$ cat src/rtl/mqsb_pkg.sv
package mqsb_pkg;

	// fixed field widths of the item channels
	localparam int DATA_W = 32;
	localparam int QIDX_W = 2;

	// defaults for the top-level parameters
	localparam int CAPACITY_DEF    = 16;
	localparam int QUEUE_COUNT_DEF = 4;

	typedef enum logic {
		CMD_ENQ = 1'b0,
		CMD_DEQ = 1'b1
	} mqsb_cmd_t;

	typedef enum logic [1:0] {
		ST_OK       = 2'd0,
		ST_OVERFLOW = 2'd1,
		ST_EMPTY    = 2'd2
	} mqsb_status_t;

	// per-item result of the list manager, consumed by the data store
	typedef struct packed {
		logic         wr;     // enqueue accepted: write data at slot
		logic         rd;     // dequeue accepted: read data at slot
		mqsb_status_t status;
	} mqsb_op_t;

endpackage

$ cat src/rtl/mqsb_if.sv
interface mqsb_req_if;
	logic                                valid;
	logic                                ready;
	mqsb_pkg::mqsb_cmd_t                 command;
	logic [mqsb_pkg::QIDX_W-1:0]         queue_index;
	logic signed [mqsb_pkg::DATA_W-1:0]  data_in;

	modport source (output valid, command, queue_index, data_in, input ready);
	modport sink   (input valid, command, queue_index, data_in, output ready);
endinterface

interface mqsb_rsp_if;
	logic                                valid;
	logic                                ready;
	mqsb_pkg::mqsb_status_t              status;
	logic signed [mqsb_pkg::DATA_W-1:0]  data_out;

	modport source (output valid, status, data_out, input ready);
	modport sink   (input valid, status, data_out, output ready);
endinterface

$ cat src/rtl/multi_queue_shared_buffer_unit.sv
// Several FIFO queues sharing one slot buffer, kept as linked lists with a
// linked free list.
// req channel: command (enqueue/dequeue), queue_index, data_in.
// rsp channel: status (ok / overflow / empty) and data_out; data_out is the
//   dequeued value, zero on enqueue and on any error.
// Exactly one rsp item per req item, in order.
// Throughput: one item per cycle while rsp is not held. Each command is handled
//   against the list state; the link memory's registered read is bypassed
//   into the free-list and queue-head pointers the next cycle.
// Path: an accepted req item passes the input register, then the result
//   register together with the registered data-memory read, before rsp valid.
// Stall: while rsp is held the result register holds and one more req item
//   is taken into the input register; req.ready then drops.
// Reset: all queues empty, free list is slots 0..CAPACITY-1 in order. No
//   clearing pass: never-allocated slots are tracked by a fill count.
// Queue indexes at or above QUEUE_COUNT report overflow on enqueue and
//   empty on dequeue.
module multi_queue_shared_buffer_unit #(
	parameter int CAPACITY    = mqsb_pkg::CAPACITY_DEF,
	parameter int QUEUE_COUNT = mqsb_pkg::QUEUE_COUNT_DEF,
	localparam int PW = $clog2(CAPACITY + 1)
) (
	input logic        clk,
	input logic        arst_n,
	mqsb_req_if.sink   req,
	mqsb_rsp_if.source rsp
);
	import mqsb_pkg::*;

	// input register
	logic                      valid_s1;
	mqsb_cmd_t                 command_s1;
	logic [QIDX_W-1:0]         queue_index_s1;
	logic signed [DATA_W-1:0]  data_in_s1;

	// result register (data_out is registered inside the store)
	logic                      valid_s2;
	mqsb_status_t              status_s2;

	logic                      adv;   // result register may load
	logic                      step;  // item in s1 is processed this cycle
	mqsb_op_t                  op;
	logic [PW-1:0]             slot;
	logic [PW-1:0]             used_q; // occupied slots, for checking only

	assign adv       = !valid_s2 || rsp.ready;
	assign step      = valid_s1 && adv;
	assign req.ready = !valid_s1 || adv;

	always_ff @(posedge clk or negedge arst_n) begin
		if (!arst_n) begin
			valid_s1 <= 1'b0;
			valid_s2 <= 1'b0;
			used_q   <= '0;
		end else begin
			if (req.ready) begin
				valid_s1 <= req.valid;
			end
			if (adv) begin
				valid_s2 <= valid_s1;
			end
			if (op.wr) begin
				used_q <= used_q + PW'(1);
			end else if (op.rd) begin
				used_q <= used_q - PW'(1);
			end
		end
	end

	always_ff @(posedge clk) begin
		if (req.valid && req.ready) begin
			command_s1     <= req.command;
			queue_index_s1 <= req.queue_index;
			data_in_s1     <= req.data_in;
		end
		if (adv) begin
			status_s2 <= op.status;
		end
	end

	mqsb_list #(
		.CAPACITY    (CAPACITY),
		.QUEUE_COUNT (QUEUE_COUNT)
	) u_list (
		.clk         (clk),
		.arst_n      (arst_n),
		.step        (step),
		.command     (command_s1),
		.queue_index (queue_index_s1),
		.op          (op),
		.slot        (slot)
	);

	mqsb_store #(
		.CAPACITY (CAPACITY)
	) u_store (
		.clk      (clk),
		.adv      (adv),
		.op       (op),
		.slot     (slot),
		.data_in  (data_in_s1),
		.data_out (rsp.data_out)
	);

	assign rsp.valid  = valid_s2;
	assign rsp.status = status_s2;

	// an accepted enqueue always finds a slot that is not in use
	a_enq_has_room: assert property (@(posedge clk) disable iff (!arst_n)
		op.wr |-> (used_q < PW'(CAPACITY)))
		else $error("enqueue granted with buffer full");

	// overflow on a valid queue only when every slot is occupied
	a_overflow_full: assert property (@(posedge clk) disable iff (!arst_n)
		(step && (op.status == ST_OVERFLOW) && (int'(queue_index_s1) < QUEUE_COUNT))
		|-> (used_q == PW'(CAPACITY)))
		else $error("overflow reported with free slots left");

	// a processed item shows up as a result next cycle
	a_step_result: assert property (@(posedge clk) disable iff (!arst_n)
		step |=> rsp.valid)
		else $error("processed item produced no result");

	// nonzero data only comes with a successful dequeue
	a_data_ok: assert property (@(posedge clk) disable iff (!arst_n)
		(rsp.valid && (rsp.data_out != '0)) |-> (rsp.status == ST_OK))
		else $error("data returned with error status");

endmodule

$ cat src/rtl/mqsb_list.sv
module mqsb_list #(
	parameter int CAPACITY    = mqsb_pkg::CAPACITY_DEF,
	parameter int QUEUE_COUNT = mqsb_pkg::QUEUE_COUNT_DEF,
	localparam int PW = $clog2(CAPACITY + 1)
) (
	input  logic                          clk,
	input  logic                          arst_n,
	input  logic                          step,
	input  mqsb_pkg::mqsb_cmd_t           command,
	input  logic [mqsb_pkg::QIDX_W-1:0]   queue_index,
	output mqsb_pkg::mqsb_op_t            op,
	output logic [PW-1:0]                 slot
);
	import mqsb_pkg::*;

	// only 2**QIDX_W queues are reachable through the index field
	localparam int QN = (QUEUE_COUNT < (2 ** QIDX_W)) ? QUEUE_COUNT : (2 ** QIDX_W);
	localparam int QW = (QN > 1) ? $clog2(QN) : 1;
	localparam int AW = $clog2(CAPACITY);
	localparam logic [PW-1:0] NONE = PW'(CAPACITY);

	logic [PW-1:0] head_q  [QN];
	logic [PW-1:0] tail_q  [QN];
	logic [PW-1:0] hnext_q [QN];  // link of each queue head
	logic [PW-1:0] free_head_q;
	logic [PW-1:0] free_next_q;   // link of free head
	logic [PW-1:0] fill_q;        // slots below this were allocated at least once
	logic          fpend_q;       // free_next arrives from link read this cycle
	logic          hpend_q;       // hnext of hsel_q arrives from link read
	logic [QW-1:0] hsel_q;
	logic          rd_fresh_q;
	logic [PW-1:0] rd_addr_q;
	logic [PW-1:0] link_rd_q;
	logic [PW-1:0] link_mem [CAPACITY];

	logic [QW-1:0] qi;
	logic          q_ok;
	logic          is_deq;
	logic [PW-1:0] link_val;
	logic [PW-1:0] fn_eff;
	logic [PW-1:0] hn_eff;
	logic [PW-1:0] head;
	logic [PW-1:0] tail;
	logic [PW-1:0] fh;
	logic          enq_ok;
	logic          deq_ok;
	logic          q_empty;
	logic          deq_last;
	logic [PW-1:0] fill_nx;
	logic          rd_en;
	logic [PW-1:0] rd_addr;
	logic          wr_en;
	logic [PW-1:0] wr_addr;

	assign qi     = queue_index[QW-1:0];
	assign q_ok   = (int'(queue_index) < QUEUE_COUNT);
	assign is_deq = (command == CMD_DEQ);

	// a never-allocated slot links to its successor
	assign link_val = rd_fresh_q ? (rd_addr_q + PW'(1)) : link_rd_q;
	assign fn_eff   = fpend_q ? link_val : free_next_q;
	assign hn_eff   = (hpend_q && (hsel_q == qi)) ? link_val : hnext_q[qi];

	assign head     = head_q[qi];
	assign tail     = tail_q[qi];
	assign fh       = free_head_q;
	assign enq_ok   = !is_deq && q_ok && (fh < NONE);
	assign deq_ok   = is_deq && q_ok && (head < NONE);
	assign q_empty  = !(head < NONE) || !(tail < NONE);
	assign deq_last = (head == tail);

	assign fill_nx = (step && enq_ok && (fh >= fill_q)) ? (fh + PW'(1)) : fill_q;

	always_comb begin
		rd_en   = 1'b0;
		rd_addr = fn_eff;
		wr_en   = 1'b0;
		wr_addr = head;
		if (step && enq_ok) begin
			rd_en   = (fn_eff < NONE);
			wr_en   = !q_empty;
			wr_addr = tail;
		end
		if (step && deq_ok) begin
			rd_en   = !deq_last;
			rd_addr = hn_eff;
			wr_en   = 1'b1;
			wr_addr = head;
		end
	end

	always_comb begin
		op.wr     = step && enq_ok;
		op.rd     = step && deq_ok;
		op.status = is_deq ? (deq_ok ? ST_OK : ST_EMPTY) : (enq_ok ? ST_OK : ST_OVERFLOW);
		slot      = is_deq ? head : fh;
	end

	// link memory: one write, one registered read per cycle
	always_ff @(posedge clk) begin
		if (wr_en) begin
			link_mem[wr_addr[AW-1:0]] <= fh;
		end
		if (rd_en) begin
			link_rd_q <= link_mem[rd_addr[AW-1:0]];
		end
	end

	always_ff @(posedge clk or negedge arst_n) begin
		if (!arst_n) begin
			for (int i = 0; i < QN; i++) begin
				head_q[i]  <= NONE;
				tail_q[i]  <= NONE;
				hnext_q[i] <= NONE;
			end
			free_head_q <= '0;
			free_next_q <= PW'(1);
			fill_q      <= '0;
			fpend_q     <= 1'b0;
			hpend_q     <= 1'b0;
			hsel_q      <= '0;
			rd_fresh_q  <= 1'b0;
			rd_addr_q   <= '0;
		end else begin
			// absorb last cycle's link read; item updates below take priority
			if (fpend_q) begin
				free_next_q <= link_val;
			end
			if (hpend_q) begin
				hnext_q[hsel_q] <= link_val;
			end
			fpend_q <= 1'b0;
			hpend_q <= 1'b0;
			fill_q  <= fill_nx;
			if (rd_en) begin
				rd_fresh_q <= (rd_addr >= fill_nx);
				rd_addr_q  <= rd_addr;
			end
			if (step && enq_ok) begin
				free_head_q <= fn_eff;
				fpend_q     <= (fn_eff < NONE);
				if (q_empty) begin
					head_q[qi] <= fh;
				end else if (tail == head) begin
					hnext_q[qi] <= fh;
				end
				tail_q[qi] <= fh;
			end
			if (step && deq_ok) begin
				free_head_q <= head;
				free_next_q <= fh;
				if (deq_last) begin
					head_q[qi] <= NONE;
					tail_q[qi] <= NONE;
				end else begin
					head_q[qi] <= hn_eff;
					hpend_q    <= 1'b1;
					hsel_q     <= qi;
				end
			end
		end
	end

endmodule

$ cat src/rtl/mqsb_store.sv
module mqsb_store #(
	parameter int CAPACITY = mqsb_pkg::CAPACITY_DEF,
	localparam int PW = $clog2(CAPACITY + 1)
) (
	input  logic                               clk,
	input  logic                               adv,
	input  mqsb_pkg::mqsb_op_t                 op,
	input  logic [PW-1:0]                      slot,
	input  logic signed [mqsb_pkg::DATA_W-1:0] data_in,
	output logic signed [mqsb_pkg::DATA_W-1:0] data_out
);
	import mqsb_pkg::*;

	localparam int AW = $clog2(CAPACITY);

	logic signed [DATA_W-1:0] mem [CAPACITY];
	logic signed [DATA_W-1:0] rd_q;
	logic                     zero_q;

	always_ff @(posedge clk) begin
		if (op.wr) begin
			mem[slot[AW-1:0]] <= data_in;
		end
		if (adv) begin
			rd_q   <= mem[slot[AW-1:0]];
			zero_q <= !op.rd;
		end
	end

	// enqueues and errors return zero
	assign data_out = zero_q ? '0 : rd_q;

endmodule

$ cat src/flat_wrapper.sv
// flat-port wrapper written by rule: the top's interface ports become plain ports
module multi_queue_shared_buffer_unit_flat import mqsb_pkg::*;
#(
	parameter int CAPACITY    = mqsb_pkg::CAPACITY_DEF,
	parameter int QUEUE_COUNT = mqsb_pkg::QUEUE_COUNT_DEF,
	localparam int PW = $clog2(CAPACITY + 1)
)
  (clk, arst_n, req_valid, req_command, req_queue_index, req_data_in, req_ready, rsp_valid, rsp_status, rsp_data_out, rsp_ready);
  mqsb_req_if req_i ();
  mqsb_rsp_if rsp_i ();
  input logic clk;
  input logic arst_n;
  input wire logic [$bits(req_i.valid)-1:0] req_valid;
  input wire logic [$bits(req_i.command)-1:0] req_command;
  input wire logic [$bits(req_i.queue_index)-1:0] req_queue_index;
  input wire logic [$bits(req_i.data_in)-1:0] req_data_in;
  output wire logic [$bits(req_i.ready)-1:0] req_ready;
  output wire logic [$bits(rsp_i.valid)-1:0] rsp_valid;
  output wire logic [$bits(rsp_i.status)-1:0] rsp_status;
  output wire logic [$bits(rsp_i.data_out)-1:0] rsp_data_out;
  input wire logic [$bits(rsp_i.ready)-1:0] rsp_ready;
  assign req_i.valid = req_valid;
  assign req_i.command = req_command;
  assign req_i.queue_index = req_queue_index;
  assign req_i.data_in = req_data_in;
  assign req_ready = req_i.ready;
  assign rsp_valid = rsp_i.valid;
  assign rsp_status = rsp_i.status;
  assign rsp_data_out = rsp_i.data_out;
  assign rsp_i.ready = rsp_ready;
  multi_queue_shared_buffer_unit #(.CAPACITY(CAPACITY), .QUEUE_COUNT(QUEUE_COUNT)) u_core (.clk(clk), .arst_n(arst_n), .req(req_i), .rsp(rsp_i));
endmodule
$ cat config.mk
export PLATFORM = sky130hd
export DESIGN_NAME = multi_queue_shared_buffer_unit_flat
export DESIGN_NICKNAME = d
export VERILOG_FILES = /design/src/rtl/mqsb_pkg.sv /design/src/rtl/mqsb_if.sv /design/src/rtl/multi_queue_shared_buffer_unit.sv /design/src/rtl/mqsb_list.sv /design/src/rtl/mqsb_store.sv /design/src/flat_wrapper.sv
export SDC_FILE = /design/constraint.sdc
export NUM_CORES = 1
export LEC_CHECK = 0
export BUFFER_PORTS_ARGS = -buffer_cell sky130_fd_sc_hd__clkbuf_2
export CAP_MARGIN = 10
export CORE_MARGIN = 2
export CORE_UTILIZATION = 45
export CTS_BUF_LIST = sky130_fd_sc_hd__clkbuf_16
export DETAILED_ROUTE_END_ITERATION = 10
export SLEW_MARGIN = 30
export SYNTH_ARGS = -nofsm -noshare
export SYNTH_HDL_FRONTEND = slang
export SYNTH_SLANG_ARGS = --single-unit
$ cat constraint.sdc
create_clock -name clk -period 15.1 [get_ports clk]
set_input_delay 3.775 -clock clk [delete_from_list [all_inputs] [get_ports clk]]
set_output_delay 3.775 -clock clk [all_outputs]
set_load 0.05 [all_outputs]
==> impl_results.md, run 1 <==
- Combinational Power Share: 27.0%
- DP HPWL: between 30,000 and 40,000 µm
- Layout Skew: 0.0264 ns
- Layout Nets: 1,851
- Crit-path max FO: 3
- Inserted Clock Buffers: 78
- GPL Wtd Cong: 0.826
- Sequential Power Share: a little over two fifths
- Largest net degree at the start of global routing: 88
- Fin crit period: 8.35 ns
- FF/Latch Area: 22,200 µm²
- Initial drt markers: 1,279
- RSZ-0062 raised after global routing: false
- FF+latch count, synth: 754
- Ys flop type: edfxtp_1
- Synth top area cells: edfxtp_1 (66%), mux4_2 (11%), dfrtp_1 (6.1%)
- Via-per-instance ratio: 5.75
- Slew HR: 32.9%
- Net Count, Synth: between 1,500 and 2,000
- Placed cell areas: around 32,000 µm²
- Post-CTS Setup Bufs: 0
- TritonCTS Sinks: 754
- Synth Instances: 1,708
- Period utilisation layout: 55.3%
- Synth area leader: edfxtp_1
- Number of diodes: 0
- Vias in the first global route: around 17,000
- Hold Buf Count CTS: 0
- Remaining global-route overflow: 0
- Final Max Tran Viols: 0
- Remaining DRCs: 0
- Asr flop ratio synth: 11.5%
- Critical Path Start Type: input port
- 1st-pass router iterations: 7
- Pint: 4.33 mW
- Horiz. Die Dim: 264 µm
- YS warnings: 0
- Static Leak: about 12 nW
- Die area: 69,700 µm²
- Final number of hold-violating endpoints: 0
- Synth top area share: 65.9%
- Clock network power share: 30.0%
- Switching Fraction: 30.8%
- Htree depth: 3
- Critical Path End Type: primary output
- DIE HEIGHT: 264 µm
- Design area: 34,500 µm²
- Count of final setup violators: 0
- Most frequent cells after synthesis: edfxtp_1 (667), mux4_2 (143), nand2_1 (130)
- Pwr dens: 182 nW/µm²
- Root Driver: clkbuf_16
- CTS max path bufs: 3
- Critical Path RT: ~11 ns
- Final setup TNS: 0 ns
- Overall global routing resource usage: 19.9%
- FILL cells: 5,423
- Non-Filler Instances: roughly 2,700
- Post-synth EDFFs: 667
- Status: finished clean
- Dpl cells: 2,591
- Antenna violations before repair: 0
- Port Buffers: 74
- Max Fclk: 120 MHz
- Synth unique cells: 66
- Worst Hold Class: reg2reg
- Post-route ant nets: 0
- Layout cells sized above 1: 24.0%
- Maximum VDD drop: 0.117 mV
- Syn-to-layout area delta: 13.3%
- Multi-input logic area: 7830 µm²
- Drt wl/cell: 24.8 µm
- Io pins: 75
- Max-Cap Viols: 0
- Starting Density: 45.4%
- NetSw: 1.93 mW
- WS Path Type: in2out
- Critical Path AT: 4.58 ns
- Most common cell in the netlist: edfxtp_1
- Cell Area, Synth: 30,400 µm²
- CTS tree: done
- Post-CTS sizing: 0
- Global-route wire length before repair: 104,000 µm
- Core Area: about 67,000 µm²
- Syn Area/Cell: 17.8 µm²
- Worst-Margin Slew: around 1.0 ns
- Vias: 15,726
- Clock Pin Slew Worst Setup and Hold Paths: 0.05 ns
- Final WL: 68,000 µm
- Share of the yosys chip area belonging to registers: 73.1%
- Rows: 95
- Worst skew pair latency: ~0.63 ns
## path summary, 6_finish.rpt
| kind | start | to | slack [ns] | cells after the start |
|---|---|---|---|---|
| min reg2reg | u_core.u_list.head_q[14] | u_core.u_list.head_q[14] | 0.48 | 2 |
| min | u_core.u_list.head_q[14] | u_core.u_list.head_q[14] | 0.48 | 2 |
| max reg2reg | u_core.queue_index_s1[0] | u_core.u_list.rd_fresh_q | 10.10 | 17 |
| min in group asynchronous | arst_n | u_core.u_list.fill_q[4] | 3.20 | 1 |
| max in group asynchronous | arst_n | u_core.u_list.fh[3] | 11.27 | 1 |
| max | rsp_ready | req_ready | 6.75 | 4 |
## per-stage QoR
| stage | worst slack (ns) | power (mW) | util [%] | hold slack, ns |
|---|---|---|---|---|
| 2_1_floorplan | 6.41 | 3.92 | - | 0.460 |
| 3_3_place_gp | 6.78 | 4.40 | 47.5 | 0.477 |
| 3_5_place_dp | 6.74 | 4.44 | 47.6 | 0.476 |
| 4_1_cts | 6.74 | 6.32 | 51.4 | 0.488 |
| 5_1_grt | 6.70 | 6.56 | 51.4 | 0.503 |
| 6_report | 6.75 | 6.26 | 51.4 | 0.481 |
## final cells by class
| cell class | count | area share [%] |
|---|---|---|
| clock buffers | 81 | 5.88 |
| clock inverters | 62 | 1.43 |
| inverters | 22 | 0.240 |
| multi-input cells | 830 | 22.7 |
| flip-flops and latches | 754 | 64.5 |
| well taps | 873 | 3.17 |
| repair buffers | 113 | 2.06 |
## layout by cell type (no fill, tap or decap), types with 35 or more instances in the layout
cell type	synthesis	final
clkbuf_2	0	73
mux4_2	143	143
a211oi_1	44	44
nor2b_1	39	39
o21ai_0	44	44
dfrtp_1	74	73
nand2_1	130	129
mux2i_1	44	41
buf_4	1	35
clkbuf_16	0	81
nor2_1	67	55
inv_1	20	41
edfxtp_1	667	667
## flip-flops by register name, summed over array words and instances (netlist names), 20 cells and up
name	cells
u_core.u_list.head_q	20
u_core.u_store.mem	512
u_core.u_store.rd_q	32
u_core.u_list.link_mem	80
u_core.u_list.tail_q	20
u_core.data_in_s1	32
u_core.u_list.hnext_q	20
## metal layers
metal  routed length, µm  GRT usage (%)  part of all wire, %
met3                2780           2.90                  4.1
met2               34500           34.0                   51
met5                   0              0                    0
met4                1240           5.31                  1.8
met1               29400           26.8                   43
## worst max-delay path, stage by stage
cell	delay, ns
clkbuf_2	0.08
nor2b_1	0.31
nand2_1	0.15
clkbuf_2	0.26
## logic make-up after synthesis
kind of cell / count (synthesis) / synth area share [%]
buffers and inverters: 124 / 1.75
adders and majority gates: 13 / 0.535
muxes: 219 / 13.2
xor gates and xnor gates: 12 / 0.346
AOI/OAI and AO/OA: 235 / 5.46
and+or+nand+nor: 351 / 5.59
DFF: 754 / 73.1
## power by group through the flow
stage          combinational (mW)  clock (mW)  sequential, mW
4_1_cts                      1.71        1.92            2.69
2_1_floorplan                1.24           0            2.68
5_1_grt                      1.85        1.99            2.71
3_3_place_gp                 1.68           0            2.73
3_5_place_dp                 1.71           0            2.73
6_report                     1.69        1.87            2.69
(Power assumes the default switching activity.)
==> run 2: changes to the inputs <==
Clock period 15.1 ns to 7.5 ns, I/O delays scaled along.
==> impl_results.md, run 2 (synthesis gave the netlist of run 1 again) <==
- Core Area: 67,000 µm²
- Design area: ~34,000 µm²
- Final Max Tran Viols: 0
- Clock Pin Slew Worst Setup and Hold Paths: 0.06 ns
- Crit-path max FO: 3
- Die area: 69,700 µm²
- Critical Path RT: 5.62 ns
- Critical Path Start Type: input port
- Post-place setup slack: around 2.3 ns
- Max-Cap Viols: 0
- Overall global routing resource usage: around a fifth
- Count of final setup violators: 0
- CTS max path bufs: 3
- Vias in the first global route: 16,597
- Remaining global-route overflow: 0
- Final WS setup: around 3 ns
- Reg2reg start: u_core.queue_index_s1[0]
- Remaining DRCs: 0
- Maximum VDD drop: 0.253 mV
- Layout Nets: 1,851
- Post-Route Utilization: 51.4%
- Worst Hold Class: reg2reg
- Commonest non-fill, non-tap cell in the layout: edfxtp_1
- Pwr dens: about 370 nW/µm²
- Rows: between 90 and 100
- Post-CTS Setup Bufs: 0
- Worst hold slack: roughly 0.5 ns
- Largest net degree at the start of global routing: 71
- Inserted Clock Buffers: 80
- Worst skew pair latency: 0.64 ns
- Worst reg2reg path depth: 10
- Layout Skew: 0.0381 ns
- Placed cell areas: ~32,000 µm²
- Vias: 15,817
- Via-per-instance ratio: 5.79
- Worst-Margin Slew: 1.01 ns
- Initial drt markers: 1,368
- RSZ-0062 raised after global routing: false
- Final setup TNS: 0 ns
- Max reg flops: 512
- Starting Density: a little under half
- 1st-pass router iterations: 6
- TritonCTS Sinks: 754
- WS Path Type: in2out
- Commonest cells after routing, fill and taps aside: edfxtp_1 (667), mux4_2 (143), nand2_1 (129)
- CTS tree: done
- Hold Buf Count CTS: 0
- Slew HR: 32.6%
- Drt wl/cell: 25.1 µm
- Fin crit period: 4.56 ns
- GPL Wtd Cong: 0.813
- Final number of hold-violating endpoints: 0
- CP endpoint: req_ready
- Port Buffers: 74
- Number of diodes: 0
- Syn-to-layout area delta: 13.3%
- Io pins: 75
- Worst Setup SP: rsp_ready
- Static Leak: 11.6 nW
- Post-CTS sizing: 0
- Root Driver: clkbuf_16
- Period utilisation layout: 60.8%
- Critical Path AT: between 2 and 3 ns
- Global-route wire length before repair: 104,000 µm
- Layout cells sized above 1: between 20% and 30%
- Status: finished clean
- Htree depth: 3
- FF-to-FF setup slack: roughly 3.2 ns
- DP HPWL: 38,700 µm
- Post-route ant nets: 0
- DIE HEIGHT: 264 µm
- Final WL: 68,700 µm
- Worst R2R End: u_core.u_list.link_rd_q[4]
- Max Fclk: 219 MHz
- Critical Path End Type: primary output
- Horiz. Die Dim: 264 µm
- Antenna violations before repair: 0
## run 2: cell types whose count changed in the layout (fill, tap and decap cells not counted), sizes merged
cell / change
clkinv: +7
clkinvlp: -3
inv: -3
buf: -2
bufinv: -1
## run 2: worst min path at each step
stage | from | end | slack (ns) | cells after the start
3_5_place_dp | u_core.u_list.tail_q[2] | u_core.u_list.tail_q[2] | 0.48 | 1
4_1_cts | u_core.u_list.head_q[4] | u_core.u_list.head_q[4] | 0.49 | 2
2_1_floorplan | u_core.u_list.head_q[9] | u_core.u_list.head_q[9] | 0.46 | 2
6_report | u_core.u_list.tail_q[2] | u_core.u_list.tail_q[2] | 0.49 | 1
5_1_grt | u_core.u_list.head_q[4] | u_core.u_list.head_q[4] | 0.49 | 2
3_3_place_gp | u_core.u_list.head_q[9] | u_core.u_list.head_q[9] | 0.47 | 2
## run 2: stage by stage
| step | total power, mW | std cells |
|---|---|---|
| 4_1_cts | 12.7 | 2733 |
| 5_1_grt | 13.2 | 2733 |
| 3_5_place_dp | 8.90 | 2590 |
| 6_report | 12.6 | 2733 |
| 3_3_place_gp | 8.85 | 2589 |
| 2_1_floorplan | 7.90 | 1708 |
## run 2: final cells by class
type | instances | area (µm²)
clock buffer | 81 | 2030
tap | 873 | 1090
clock inverter | 62 | 508
timing repair buffer | 111 | 678
sequential | 754 | 22200
multi-input combinational | 830 | 7830
inverter | 22 | 82.6
fill | 5487 | 32600
## run 2: per-layer routing
metal  global-route usage (%)  vias up  wire (µm)
met5                        0        -          0
met4                     5.93        0       1610
met3                     3.41      103       3290
met2                     33.0      451      33800
met1                     27.2     8284      30000
li1                         -     6979          -
## run 2: report_power, final
part | internal (mW) | switching [mW] | total, mW
logic | 1.37 | 1.99 | 3.37
clock network | 2.15 | 1.64 | 3.80
registers | 5.15 | 0.258 | 5.41
total | 8.68 | 3.89 | 12.6
## run 2: critical path, cell delays in order
cell	delay (ns)
clkbuf_2	0.08
nor2b_1	0.33
nand2_1	0.15
clkbuf_2	0.26
